### config.mk
export PLATFORM = sky130hd
export DESIGN_NAME = ptdq_front
export DESIGN_NICKNAME = d
export VERILOG_FILES = /design/src/hdl/ptdq_pkg.sv /design/src/hdl/ptdq_front.sv
export SDC_FILE = /design/constraint.sdc
export NUM_CORES = 2
export LEC_CHECK = 0
export ABC_AREA = 1
export BUFFER_PORTS_ARGS = -buffer_cell sky130_fd_sc_hd__buf_2
export CAP_MARGIN = 40
export CORE_MARGIN = 3
export CORE_UTILIZATION = 58
export CTS_BUF_LIST = sky130_fd_sc_hd__clkbuf_4
export DETAILED_ROUTE_END_ITERATION = 8
export PLACE_DENSITY = 0.85
export SLEW_MARGIN = 25
export SYNTH_ARGS = -nofsm -noshare
export SYNTH_HDL_FRONTEND = slang
export SYNTH_SLANG_ARGS = --single-unit
### constraint.sdc
create_clock -name i_clk -period 17.74 [get_ports i_clk]
set_clock_uncertainty 0.15 [all_clocks]
set_input_delay 2.661 -clock i_clk [delete_from_list [all_inputs] [get_ports i_clk]]
set_output_delay 2.661 -clock i_clk [all_outputs]
set_load 0.01 [all_outputs]
### src/hdl/ptdq_pkg.sv
`default_nettype none
// ============================================================================
// ptdq_pkg
// Shared types and constants for the pose to dual quaternion converter.
// ============================================================================
package ptdq_pkg;

    // Fixed-point formats
    localparam int QUAT_FRAC_BITS = 14;
    localparam logic signed [15:0] QUAT_ONE = 16'(32'd1 << QUAT_FRAC_BITS);

    // Queue between front and back
    localparam int FIFO_DEPTH = 2;                 // power of two
    localparam int FIFO_PTR_W = $clog2(FIFO_DEPTH);
    localparam int FIFO_CNT_W = $clog2(FIFO_DEPTH + 1);

    // Multiply-accumulate datapath
    localparam int LANES     = 4;
    localparam int MUL_A_W   = 36;                 // holds 32-bit inputs and aux terms
    localparam int PROD_W    = MUL_A_W + 16;
    localparam int ACC_W     = PROD_W + 2;         // sum of up to four products
    localparam int STEP_W    = 4;
    localparam logic [STEP_W-1:0] STEP_LAST = 4'd13;

    // Component selectors
    localparam logic [1:0] IDX_W = 2'd0;
    localparam logic [1:0] IDX_X = 2'd1;
    localparam logic [1:0] IDX_Y = 2'd2;
    localparam logic [1:0] IDX_Z = 2'd3;
    localparam logic [1:0] VEC_X = 2'd0;
    localparam logic [1:0] VEC_Y = 2'd1;
    localparam logic [1:0] VEC_Z = 2'd2;

    // One odometry sample
    typedef struct packed {
        logic signed [31:0] pos_x;
        logic signed [31:0] pos_y;
        logic signed [31:0] pos_z;
        logic signed [31:0] vel_x;
        logic signed [31:0] vel_y;
        logic signed [31:0] vel_z;
        logic signed [15:0] quat_w;
        logic signed [15:0] quat_x;
        logic signed [15:0] quat_y;
        logic signed [15:0] quat_z;
    } t_in_item;

    // One result
    typedef struct packed {
        logic signed [15:0] real_w;
        logic signed [15:0] real_x;
        logic signed [15:0] real_y;
        logic signed [15:0] real_z;
        logic signed [31:0] dual_w;
        logic signed [31:0] dual_x;
        logic signed [31:0] dual_y;
        logic signed [31:0] dual_z;
        logic signed [31:0] body_vel_x;
        logic signed [31:0] body_vel_y;
        logic signed [31:0] body_vel_z;
    } t_out_item;

    // Which product group a MAC step belongs to
    typedef enum logic [1:0] {
        KIND_DUAL,
        KIND_AUX,
        KIND_BODY
    } t_kind;

    typedef struct packed {
        logic [1:0] a_idx;
        logic [1:0] b_idx;
        logic       neg;
    } t_mac_op;

    typedef struct packed {
        logic                  issue;
        logic                  first;
        logic                  last;
        t_kind                 kind;
        t_mac_op [LANES-1:0]   op;
    } t_mac_ctl;

    typedef enum logic [1:0] {
        BK_IDLE,
        BK_RUN,
        BK_DONE
    } t_back_state;

endpackage
`default_nettype wire

### src/hdl/ptdq_front.sv
`default_nettype none
// ============================================================================
// ptdq_front
// Holds one incoming sample and fixes its quaternion sign against the
// previous output quaternion before handing it to the queue.
// ============================================================================
module ptdq_front (
    input  wire logic                i_clk,
    input  wire logic                i_rst_n,
    input  wire logic                i_push,
    output logic                     o_full,
    input  wire ptdq_pkg::t_in_item  i_data,
    output logic                     o_q_push,
    output ptdq_pkg::t_in_item       o_q_data,
    input  wire logic                i_q_full
);

    // Saturating negate of a Q2.14 component
    function automatic logic signed [15:0] neg_sat16(input logic signed [15:0] v);
        logic signed [15:0] r;
        if (v == 16'sh8000) begin
            r = 16'sh7fff;
        end else begin
            r = -v;
        end
        return r;
    endfunction

    ptdq_pkg::t_in_item  r_hold;
    logic                r_hold_v;
    logic signed [15:0]  r_prev [4];
    logic                r_prev_v;

    logic signed [15:0]  q_in  [4];
    logic signed [15:0]  q_cls [4];
    logic signed [31:0]  prod  [4];
    logic signed [33:0]  dot;
    logic                flip;
    logic                accept;

    // Handshake: the held transaction moves on whenever the queue has room
    assign o_q_push = r_hold_v && !i_q_full;
    assign o_full   = r_hold_v && i_q_full;
    assign accept   = i_push && !o_full;

    // Sign continuity against the last output quaternion
    always_comb begin
        q_in[0] = r_hold.quat_w;
        q_in[1] = r_hold.quat_x;
        q_in[2] = r_hold.quat_y;
        q_in[3] = r_hold.quat_z;
        for (int i = 0; i < 4; i++) begin
            prod[i] = q_in[i] * r_prev[i];
        end
        dot  = 34'(prod[0]) + 34'(prod[1]) + 34'(prod[2]) + 34'(prod[3]);
        flip = r_prev_v && dot[33];
        for (int i = 0; i < 4; i++) begin
            q_cls[i] = flip ? neg_sat16(q_in[i]) : q_in[i];
        end
    end

    always_comb begin
        o_q_data        = r_hold;
        o_q_data.quat_w = q_cls[0];
        o_q_data.quat_x = q_cls[1];
        o_q_data.quat_y = q_cls[2];
        o_q_data.quat_z = q_cls[3];
    end

    // Holding register
    always_ff @(posedge i_clk) begin
        if (accept) begin
            r_hold <= i_data;
        end
    end

    // Control and reference quaternion
    always_ff @(posedge i_clk) begin
        if (!i_rst_n) begin
            r_hold_v  <= 1'b0;
            r_prev_v  <= 1'b0;
            r_prev[0] <= ptdq_pkg::QUAT_ONE;
            r_prev[1] <= '0;
            r_prev[2] <= '0;
            r_prev[3] <= '0;
        end else begin
            if (accept) begin
                r_hold_v <= 1'b1;
            end else if (o_q_push) begin
                r_hold_v <= 1'b0;
            end
            if (o_q_push) begin
                r_prev_v <= 1'b1;
                for (int i = 0; i < 4; i++) begin
                    r_prev[i] <= q_cls[i];
                end
            end
        end
    end

endmodule
`default_nettype wire

==> summary.md <==
| Metric | Value |
|---|---|
| Initial antenna violation count | 23 |
| Die W | 310 microns |
| Cells after synthesis | 5,734 |
| Area share of the largest cell type after synthesis | 47.4% |
| Yosys reg bits | 322 |
| Min cycle time layout | 13.84 ns |
| CTS Buf Count | 94 |
| Total GRT Usage | 34.4% |
| Clock slew seen by the registers of the worst setup and hold paths | 0.07 ns |
| DR vias | 39,700 |
| Row count | 110 |
| Crit-path most repeated cell | fa_1 |
| Starting density of the core | 59.0% |
| FMAX | 72.3 MHz |
| Skew-Pair Late Insertion Delay | 1.02 ns |
| Area Overhead vs Synth | 9.25% |
| Wire length of the first global-routing pass | 245,000 microns |
| Ys flop type | edfxtp_1 |
| Vias in the first global route | 44,300 |
| TNS Setup | 0 ns |
| Ys Warns | 0 |
| Root Buffer | clkbuf_4 |
| Maxcap violations | 0 |
| Final wirelength | 157,000 microns |
| DP HPWL | 132,000 microns |
| Layout cells sized above 1 | 12.6% |
| DRC violations left | 0 |
| EDFF count, synth | 320 |
| Tcrit/Tclk final | 78.0% |
| Synth Net Count | 7,506 |
| Post-route ant nets | 0 |
| Cell variety after synth | 38 |
| Number of gates resized after CTS | 0 |
| Final Hold Viols | 0 |
| WP data required | 14.93 ns |
| CTS tree | built |
| Port Buffers | 517 |
| WS Path Type | flop to output port |
| Crit path largest cell delay | 0.84 ns |
| Run status | completed |
| Worst Path Max Fanout | 35 |
| Layout Nets | 7,918 |
| Pin count of the biggest net entering global routing | 68 |
| RSZ-0062 raised after global routing | no |
| Drt wl/cell | 21.2 microns |
| Die area | 0.0961 sq mm |
| Worst hold path type | flop to flop |
| Commonest non-fill, non-tap cell in the layout | inv_1 |
| CP Launch Type | flop |
| Post-Syn Area | 0.0536 sq mm |
| Clk sink count | 322 |
| Proportion of synthesized chip area in sequential cells | 18.0% |
| Post-synth ARST share | 0% |
| Initial DRC count | 3,481 |
| Routability cong. | 0.944 |
| Setup violators final | 0 |
| Worst path slowest cell | edfxtp_1 |
| Area contributors post-synth | fa_1 47%, edfxtp_1 18%, inv_1 13% |
| Syn Area/Cell | 9.35 sq um |
| Slew of the pin with the lowest slew margin | 0.926 ns |
| Post-CTS setup buffer count | 0 |
| Cts hold-fix bufs | 0 |
| Depth of the CTS H-tree | 3 |
| CP Capture Type | output port |
| Synth area leader | fa_1 |
| Fin. max-slew vios | 0 |
| Grt ovf | 0 |
| Die Ht | 310 microns |
| Avg Vias per Cell | 5.35 |
| Internal reg-to-reg setup slack | 7.00 ns |
| Clk buf depth | 3 |
| Drt pass-1 iters | 6 |
| CP arrival | 11.03 ns |
| Placeable Area | 0.0908 sq mm |
| # IOs | 518 |
| Rel. slew slack | 38.3% |
| Most frequent cells in the layout | 1,883 x inv_1, 1,283 x nand2_1, 1,268 x fa_1 |
==> Yosys cell counts, types with 3 or more instances <==
| cell type | count |
|---|---|
| inv_2 | 5 |
| nand3_1 | 137 |
| clkbuf_2 | 3 |
| or2_2 | 20 |
| inv_1 | 1883 |
| nand4_1 | 13 |
| nor3_1 | 20 |
| o21ai_0 | 11 |
| nand3_2 | 5 |
| buf_6 | 12 |
| edfxtp_1 | 320 |
| xnor2_1 | 3 |
| nor2_1 | 108 |
| nor3_2 | 4 |
| buf_1 | 48 |
| nand2_1 | 1284 |
| ha_1 | 244 |
| nor3b_1 | 8 |
| nor2_2 | 4 |
| clkbuf_1 | 151 |
| a21oi_1 | 79 |
| nand3b_1 | 4 |
| nor4_1 | 9 |
| xor2_1 | 14 |
| buf_2 | 63 |
| fa_1 | 1268 |
==> path summary, 6_finish.rpt <==
path / from / cells past startpoint / end
hold / removal: r_hold_v / 2 / r_hold_v
setup reg to reg: r_prev[1][1] / 29 / r_prev[2][1]
setup / recovery: r_prev[1][1] / 30 / o_q_data[44]
hold reg to reg: r_hold_v / 2 / r_hold_v
==> area by class of cell <==
type / count / area, sq um
antenna: 17 / 42.5
clock buffer: 130 / 976
clock inverter: 33 / 158
fill: 7048 / 32300
inverter: 1889 / 7090
multi-input combinational: 3245 / 35600
sequential: 322 / 9650
tap: 1176 / 1470
timing repair buffer: 594 / 3510
==> stage by stage <==
stage	instances	hold slack, ns	util, %	worst slack [ns]	cell area (sq um)
after floorplan	5734	0.302	-	3.29	53600
after global placement	7186	0.316	62.4	5.01	56700
after detailed placement	7212	0.341	62.9	4.80	57100
after CTS	7375	0.349	64.1	3.70	58300
after global routing	7401	0.392	64.4	3.44	58500
final	7406	0.352	64.4	3.90	58500
==> worst max-delay path, delay by kind of cell (launching register included) <==
kind | cells | cell delay (ns)
AOI/OAI and AO/OA | 2 | 0.34
adders and majority gates | 11 | 5.94
buffers and inverters | 8 | 0.98
DFF | 1 | 0.84
and+or+nand+nor | 9 | 1.80
==> kinds of logic after synthesis <==
family	count (synthesis)	synth area share [%]
xor+xnor	18	0.308
buf+inv	2167	15.5
compound gates	93	0.880
flops	322	18.0
simple gates	1622	12.2
fa+ha+maj	1512	53.1
==> sequential cells by signal, summed over array words and instances, names as in the netlist <==
signal,flops
o_q_data,192
q_in,64
r_prev,64
r_hold_v,1
r_prev_v,1
==> per-layer routing <==
| metal | track usage (%) | vias to the layer above | routed length [microns] |
|---|---|---|---|
| met1 | 38.6 | 19800 | 50300 |
| met2 | 58.5 | 2253 | 78400 |
| met4 | 24.2 | 20 | 13500 |
| li1 | - | 16900 | - |
| met3 | 7.96 | 666 | 14500 |
| met5 | 0 | - | 142 |
Power is not shown: default switching activity piles up to over one toggle a cycle in this logic, so the estimate is an artifact.
