## config.mk

```make
export PLATFORM = sky130hd
export DESIGN_NAME = ptdq_fifo
export DESIGN_NICKNAME = d
export VERILOG_FILES = /design/src/hdl/ptdq_pkg.sv /design/src/hdl/ptdq_fifo.sv
export SDC_FILE = /design/constraint.sdc
export NUM_CORES = 1
export LEC_CHECK = 0
export ABC_CLOCK_PERIOD_IN_PS = 12400
export BUFFER_PORTS_ARGS = -buffer_cell sky130_fd_sc_hd__buf_4
export CAP_MARGIN = 20
export CORE_MARGIN = 2
export CORE_UTILIZATION = 29
export CTS_BUF_LIST = sky130_fd_sc_hd__clkbuf_4 sky130_fd_sc_hd__clkbuf_8
export DETAILED_ROUTE_END_ITERATION = 10
export SLEW_MARGIN = 20
export SYNTH_ARGS = -nofsm -noshare
export SYNTH_HDL_FRONTEND = slang
export SYNTH_SLANG_ARGS = --single-unit
export TNS_END_PERCENT = 5
```

## constraint.sdc

```tcl
create_clock -name i_clk -period 12.4 [get_ports i_clk]
set_clock_uncertainty 0.2 [all_clocks]
set_input_delay 2.48 -clock i_clk [delete_from_list [all_inputs] [get_ports i_clk]]
set_output_delay 2.48 -clock i_clk [all_outputs]
set_load 0.02 [all_outputs]
```

## src/hdl/ptdq_pkg.sv

```systemverilog
`default_nettype none
// ============================================================================
// ptdq_pkg
// Shared types and constants for the pose to dual quaternion converter.
// ============================================================================
package ptdq_pkg;

    // Fixed-point formats
    localparam int QUAT_FRAC_BITS = 14;
    localparam logic signed [15:0] QUAT_ONE = 16'(32'd1 << QUAT_FRAC_BITS);

    // Queue between front and back
    localparam int FIFO_DEPTH = 2;                 // power of two
    localparam int FIFO_PTR_W = $clog2(FIFO_DEPTH);
    localparam int FIFO_CNT_W = $clog2(FIFO_DEPTH + 1);

    // Multiply-accumulate datapath
    localparam int LANES     = 4;
    localparam int MUL_A_W   = 36;                 // holds 32-bit inputs and aux terms
    localparam int PROD_W    = MUL_A_W + 16;
    localparam int ACC_W     = PROD_W + 2;         // sum of up to four products
    localparam int STEP_W    = 4;
    localparam logic [STEP_W-1:0] STEP_LAST = 4'd13;

    // Component selectors
    localparam logic [1:0] IDX_W = 2'd0;
    localparam logic [1:0] IDX_X = 2'd1;
    localparam logic [1:0] IDX_Y = 2'd2;
    localparam logic [1:0] IDX_Z = 2'd3;
    localparam logic [1:0] VEC_X = 2'd0;
    localparam logic [1:0] VEC_Y = 2'd1;
    localparam logic [1:0] VEC_Z = 2'd2;

    // One odometry sample
    typedef struct packed {
        logic signed [31:0] pos_x;
        logic signed [31:0] pos_y;
        logic signed [31:0] pos_z;
        logic signed [31:0] vel_x;
        logic signed [31:0] vel_y;
        logic signed [31:0] vel_z;
        logic signed [15:0] quat_w;
        logic signed [15:0] quat_x;
        logic signed [15:0] quat_y;
        logic signed [15:0] quat_z;
    } t_in_item;

    // One result
    typedef struct packed {
        logic signed [15:0] real_w;
        logic signed [15:0] real_x;
        logic signed [15:0] real_y;
        logic signed [15:0] real_z;
        logic signed [31:0] dual_w;
        logic signed [31:0] dual_x;
        logic signed [31:0] dual_y;
        logic signed [31:0] dual_z;
        logic signed [31:0] body_vel_x;
        logic signed [31:0] body_vel_y;
        logic signed [31:0] body_vel_z;
    } t_out_item;

    // Which product group a MAC step belongs to
    typedef enum logic [1:0] {
        KIND_DUAL,
        KIND_AUX,
        KIND_BODY
    } t_kind;

    typedef struct packed {
        logic [1:0] a_idx;
        logic [1:0] b_idx;
        logic       neg;
    } t_mac_op;

    typedef struct packed {
        logic                  issue;
        logic                  first;
        logic                  last;
        t_kind                 kind;
        t_mac_op [LANES-1:0]   op;
    } t_mac_ctl;

    typedef enum logic [1:0] {
        BK_IDLE,
        BK_RUN,
        BK_DONE
    } t_back_state;

endpackage
`default_nettype wire

```

## src/hdl/ptdq_fifo.sv

```systemverilog
`default_nettype none
// ============================================================================
// ptdq_fifo
// Short queue of sign-corrected samples between the front and back parts.
// ============================================================================
module ptdq_fifo (
    input  wire logic                i_clk,
    input  wire logic                i_rst_n,
    input  wire logic                i_push,
    input  wire ptdq_pkg::t_in_item  i_data,
    output logic                     o_full,
    input  wire logic                i_pop,
    output ptdq_pkg::t_in_item       o_data,
    output logic                     o_empty
);

    ptdq_pkg::t_in_item                    r_mem [ptdq_pkg::FIFO_DEPTH];
    logic [ptdq_pkg::FIFO_PTR_W-1:0]       r_wr_ptr;
    logic [ptdq_pkg::FIFO_PTR_W-1:0]       r_rd_ptr;
    logic [ptdq_pkg::FIFO_CNT_W-1:0]       r_count;
    logic                                  do_push;
    logic                                  do_pop;

    assign o_full  = (r_count == ptdq_pkg::FIFO_CNT_W'(ptdq_pkg::FIFO_DEPTH));
    assign o_empty = (r_count == '0);
    assign do_push = i_push && !o_full;
    assign do_pop  = i_pop && !o_empty;
    assign o_data  = r_mem[r_rd_ptr];

    // Storage
    always_ff @(posedge i_clk) begin
        if (do_push) begin
            r_mem[r_wr_ptr] <= i_data;
        end
    end

    // Pointers and fill count
    always_ff @(posedge i_clk) begin
        if (!i_rst_n) begin
            r_wr_ptr <= '0;
            r_rd_ptr <= '0;
            r_count  <= '0;
        end else begin
            if (do_push) begin
                r_wr_ptr <= r_wr_ptr + 1'b1;
            end
            if (do_pop) begin
                r_rd_ptr <= r_rd_ptr + 1'b1;
            end
            if (do_push && !do_pop) begin
                r_count <= r_count + 1'b1;
            end else if (do_pop && !do_push) begin
                r_count <= r_count - 1'b1;
            end
        end
    end

endmodule
`default_nettype wire

```

==> impl_metrics.yaml, run 1 <==
outcome:
  outcome: "completed"
sta:
  grt_setup_unrepaired: "false"
  fmaxAchievable_ghz: 0.152
  fin_ws_ns: 5.84
  drv_slew: 0
  hold_viol: 0
  tightestPinTransition_ns: 1.14
  relSlewSlack_pct: 24.3
  setup_violations: 0
  hold-worst-slack_ns: 0.340
  period_share_pct: 52.9
  post-route-min-period_ns: 6.56
  setup-tns-final_ns: 0
worst_setup_path:
  crit_top_cell: "buf_4"
  required_ns: 9.72
  cp.arrival_ns: 3.88
  slowest_delay_ns: 0.85
  path_cells: "buf_4, buf_4, mux2_2, buf_4"
  end_kind: "primary output"
  path_max_fanout: 72
  startpoint_type: "register"
  cp_slowest_cell: "buf_4"
  criticalPathCategory: "reg -> out"
  worstRegToRegCells: 5
floorplanning:
  die_w_um: 259
  floorplan.initialDensity_pct: 29.3
  dieArea_um2: 66900
  rows: 93
  dieHeight_um: 259
  io_pins: 518
  design.core.area_um2: 64200
grt:
  first_global_vias: 10600
  grt_use_total_pct: 12.8
  antenna_found_initial: 3
  overflow: 0
  grt_start_max_net_pins: 138
  grt_pass1_wl_um: 64400
placement:
  io_buffers: 517
  placed_area_um2: 23500
  routabilityCongestion: 0.768
  post-place-cells: 2173
  dpl_worst_slack_ns: 6.46
  dp_hpwl_um: 29000
routing:
  drc_errors: 0
  firstDrtPassIters: 4
  vias: 9763
  wl_per_cell_um: 19.0
  ant_nets: 0
  vias_per_cell: 4.18
  drt_wl_total_um: 44300
  drt_iter0_drc: 570
power:
  p_per_area_nw_per_um2: 212
  power_frac_clock_pct: 29.0
  power_switching_mw: 1.60
  p_seq_share_pct: 42.4
  p_leak_nw: 9.30
  max-vdd-ir-drop_v: 0.000130
  power.total_mw: 5.37
  p_int_mw: 3.77
  p_sw_share_pct: 29.9
  combPwrFrac_pct: 28.6
clocking:
  numCtsBuffers: 90
  clk_latency_ns: 0.63
  path_clk_slew_ns: 0.06
  ctsHoldBuffers: 0
  htreeDepth: 3
  cts-resized-gates: 0
  clock_path_buffers: 3
  cts_setup_buffers: 0
  cts_sinks: 517
  cts_tree: "built"
  cts_root_buf: "clkbuf_8"
finish:
  drive_gt1_share_pct: 62.6
  final_cell_mix: "buf_4, edfxtp_1, mux2_2"
  syn_to_final_growth_pct: 34.9
  final_common_cell: "buf_4"
  final_cells: 2336
  layout.nets: 1671
  finish.utilization_pct: 39.5
  fill_cells: 5958
  finalInstanceArea_um2: 25400
synthesis:
  synth_nets: 1082
  synth.avg_cell_area_um2: 22.9
  ys_ff_latch: 517
  async_flop_share_pct: 0
  syn_area_um2: 18800
  yosysWarnings: 0
  yosysSeqAreaShare_pct: 82.3
  synth_edf_count: 512
  synthFlopType: "edfxtp_1"
  syn_inst: 821
  yosysUniqueCellTypes: 21
min_path:
  holdCritPathClass: "reg -> reg"
  min_path_cells: 2
job:
  drv_cap: 0
==> critical path: cells and delay by family, from the launching register on <==
kind / cells / cell delay, ns
mux: 1 / 0.43
flops: 1 / 0.80
buf+inv: 3 / 1.78
==> cell usage after synthesis, drive strengths merged (2+ instances only) <==
cell | n | area (um2)
and2 | 3 | 18.8
mux2 | 256 | 2880
nor2 | 2 | 7.51
a21boi | 2 | 15.0
xnor2 | 2 | 17.5
dfxtp | 5 | 100
o21ai | 2 | 10.0
inv | 2 | 7.51
buf | 28 | 305
edfxtp | 512 | 15400
==> worst paths after layout <==
path                                  from       endpoint  slack, ns
worst max-delay path              register    o_data[194]       5.84
worst min-delay path            r_count[1]     r_count[1]       0.34
worst min register to register  r_count[1]     r_count[1]       0.34
worst max register to register  r_count[0]  r_mem[0][203]       8.86
==> power by group through the flow <==
stage / combinational [mW] / clock (mW) / sequential (mW)
2_1_floorplan: 0.973 / 0 / 2.32
3_3_place_gp: 1.54 / 0 / 2.31
3_5_place_dp: 1.56 / 0 / 2.31
4_1_cts: 1.57 / 1.62 / 2.28
5_1_grt: 1.63 / 1.70 / 2.30
6_report: 1.54 / 1.56 / 2.28
==> routing by layer <==
layer  share of wire (%)  track usage, %
met1                  38            14.7
met2                  49            21.3
met3                 9.7            4.97
met4                 2.5            5.28
met5               0.054               0
==> registers in the layout, summed over array words and instances (netlist names), named ones only <==
name      count
r_wr_ptr      1
r_count       2
r_mem       512
r_rd_ptr      1
==> cell families after synthesis <==
family,synth area share [%]
multiplexers,15.3
buffers and inverters,1.66
AND/OR/NAND/NOR,0.293
flip-flops,82.3
adder cells (fa/ha/maj),0.0666
AO/OA/AOI/OAI,0.173
XOR/XNOR,0.140
==> final cells by class <==
class | instances | area [um2] | share of cell area, %
clock inverters | 41 | 337 | 1.33
well taps | 855 | 1070 | 4.22
diodes | 1 | 2.50 | 0.00987
repair buffers | 525 | 3970 | 15.6
clock buffers | 121 | 1470 | 5.80
flip-flops and latches | 517 | 15500 | 61.1
inverters | 2 | 7.51 | 0.0296
multi-input cells | 274 | 3020 | 11.9
No activity file was read; power rests on OpenSTA's default activity.
==> run 2: changes to the inputs <==
--- a/config.mk
+++ b/config.mk
@@ -5,7 +5,8 @@
 export SDC_FILE = /design/constraint.sdc
 export NUM_CORES = 1
 export LEC_CHECK = 0
-export ABC_CLOCK_PERIOD_IN_PS = 12400
+export ABC_AREA = 1
+export ABC_CLOCK_PERIOD_IN_PS = 5800
 export BUFFER_PORTS_ARGS = -buffer_cell sky130_fd_sc_hd__buf_4
 export CAP_MARGIN = 20
 export CORE_MARGIN = 2
==> constraint.sdc (replaced) <==
create_clock -name i_clk -period 5.8 [get_ports i_clk]
set_clock_uncertainty 0.2 [all_clocks]
set_input_delay 1.16 -clock i_clk [delete_from_list [all_inputs] [get_ports i_clk]]
set_output_delay 1.16 -clock i_clk [all_outputs]
set_load 0.02 [all_outputs]
==> run 2 against run 1 <==
  * Synthesized cell count increased by 1.6%
  * Core utilization increased by 0.20 points
  * Worst hold slack got worse by 0.035 ns
  * Sequential power increased by 110%
  * Final cell count increased by 1.0%
  * Worst setup slack got worse by 4.2 ns
  * Total power increased by 110%
  * Largest power group unchanged
==> impl_metrics.yaml, run 2 <==
floorplanning:
  design.core.area_um2: 64200
  dieHeight_um: 259
  floorplan.initialDensity_pct: 29.3
  die_w_um: 259
  rows: 93
  io_pins: 518
  dieArea_um2: 66900
sta:
  setup-tns-final_ns: 0
  period_share_pct: 71.0
  drv_slew: 0
  grt_setup_unrepaired: "false"
  tightestPinTransition_ns: 0.878
  hold_viol: 0
  relSlewSlack_pct: 41.3
  post-route-min-period_ns: 4.12
  setup_violations: 0
  fmaxAchievable_ghz: 0.243
synthesis:
  ys_ff_latch: 517
  yosysUniqueCellTypes: 14
  synthAdderAreaFrac_pct: 0.0665
  synth_top_area_cell: "edfxtp_1"
  async_flop_share_pct: 0
  synth.area.top_cells: "edfxtp_1, mux2_2, buf_6, dfxtp_1, nor2_1"
  synthMuxAreaShare_pct: 15.3
  synth_common_cells: "edfxtp_1, mux2_2, buf_6"
  synthDominantCellAreaShare_pct: 81.8
  synth_nets: 1095
  synth-simple-area-share_pct: 0.399
  yosysSeqAreaShare_pct: 82.3
  yosysWarnings: 0
  syn_area_um2: 18800
  synth-xor-area-share_pct: 0
  synthFlopType: "edfxtp_1"
  syn_inst: 834
  synth.avg_cell_area_um2: 22.5
  yosysMostFrequentCell: "edfxtp_1"
  synth-compound-area-share_pct: 0.106
  synth_top_family_by_area: "multiplexers"
  synth_edf_count: 512
placement:
  dp_hpwl_um: 30300
  routabilityCongestion: 0.783
  io_buffers: 517
clocking:
  cts_setup_buffers: 0
  clk_latency_ns: 0.63
  htreeDepth: 3
  cts-resized-gates: 0
  cts_root_buf: "clkbuf_8"
  cts_tree: "built"
  clock_path_buffers: 3
  path_clk_slew_ns: 0.05
  cts_sinks: 517
  numCtsBuffers: 89
  ctsHoldBuffers: 0
finish:
  regMostFlops: "r_mem"
  multi_input_area_um2: 3010
  syn_to_final_growth_pct: 35.5
  layout.nets: 1692
  largest_reg_flops: 512
  seq_area_um2: 15500
  drive_gt1_share_pct: 62.2
  top_regs: "r_mem (512), r_count (2)"
  finish.utilization_pct: 39.7
  fill_cells: 5981
  final_common_cell: "buf_4"
  final_cell_mix: "buf_4, edfxtp_1, mux2_2"
routing:
  firstDrtPassIters: 6
  wl_per_cell_um: 19.0
  vias: 9982
  drc_errors: 0
  drt_wl_total_um: 44800
  vias_per_cell: 4.23
  drt_iter0_drc: 467
  ant_nets: 0
grt:
  first_global_vias: 11000
  grt_pass1_wl_um: 65400
  antenna_found_initial: 5
  grt_use_total_pct: 13.0
  grt_start_max_net_pins: 90
  overflow: 0
power:
  power_frac_clock_pct: 29.5
  power.total_mw: 11.2
  power_switching_mw: 3.29
  p_seq_share_pct: 43.8
  p_int_mw: 7.87
  p_per_area_nw_per_um2: 438
  p_sw_share_pct: 29.5
  max-vdd-ir-drop_v: 0.000289
  p_leak_nw: 9.38
  combPwrFrac_pct: 26.7
min_path:
  min_path_cells: 2
  worstHoldStart: "r_rd_ptr"
  holdCritPathClass: "reg -> reg"
job:
  drv_cap: 0
worst_setup_path:
  r2r-start: "r_count[0]"
  cp.arrival_ns: 2.76
  end_kind: "primary output"
  worstRegToRegCells: 3
  criticalPathCategory: "reg -> out"
  r2r_end: "r_mem[0][58]"
  startpoint_type: "register"
  required_ns: 4.44
  path_max_fanout: 57
  r2r_slack_ns: 3.40
outcome:
  outcome: "completed"
run 2: metrics by stage:
| step | worst slack [ns] | cells | instance area, um2 | hold WS, ns |
|---|---|---|---|---|
| after floorplan | 0.108 | 834 | 18800 | 0.267 |
| after global placement | 2.28 | 2195 | 23700 | 0.283 |
| after detailed placement | 2.25 | 2195 | 23700 | 0.292 |
| after CTS | 1.50 | 2359 | 25500 | 0.306 |
| after global routing | 1.47 | 2359 | 25500 | 0.354 |
| final | 1.68 | 2360 | 25500 | 0.305 |
run 2: metal layers:
layer	wire length [um]	vias to the layer above	track usage (%)	part of all wire, %
met3	4260	93	5.24	9.5
met4	1300	6	5.83	2.9
met1	16600	4949	14.2	37
met2	22600	399	22.1	50
met5	32	-	0	0.071
li1	-	4535	-	-
run 2: logic make-up after synthesis:
family	Yosys count
buf+inv	37
fa+ha+maj	1
mux	256
simple gates	19
flops	517
compound gates	4
run 2: how the worst max path moves through the flow:
stage	from	to	cells past startpoint
global placement	register	o_data[184]	3
finish	register	o_data[97]	3
global route	register	o_data[97]	3
CTS	register	o_data[105]	3
floorplan	i_push	r_mem[0][0]	2
detailed placement	register	o_data[64]	3
run 2: critical path: stages (launching register included):
cell     delay (ns)
dfxtp_4        0.88
buf_4          0.61
mux2_2         0.41
buf_4          0.16
run 2: area by class of cell:
| class | count | area share [%] |
|---|---|---|
| Clock buffer | 118 | 5.71 |
| Clock inverter | 46 | 1.37 |
| Timing Repair Buffer | 534 | 16.0 |
| Antenna cell | 1 | 0.00982 |
| Sequential cell | 517 | 60.7 |
| Tap cell | 855 | 4.20 |
| Multi-Input combinational cell | 280 | 11.8 |
| Inverter | 9 | 0.133 |
run 2: power by group through the flow:
stage | registers, mW | clock network, mW | logic [mW]
after floorplan | 4.94 | 0 | 1.82
after global placement | 4.94 | 0 | 3.01
after detailed placement | 4.96 | 0 | 3.03
after CTS | 4.89 | 3.43 | 3.04
after global routing | 4.93 | 3.58 | 3.17
final | 4.88 | 3.29 | 2.98
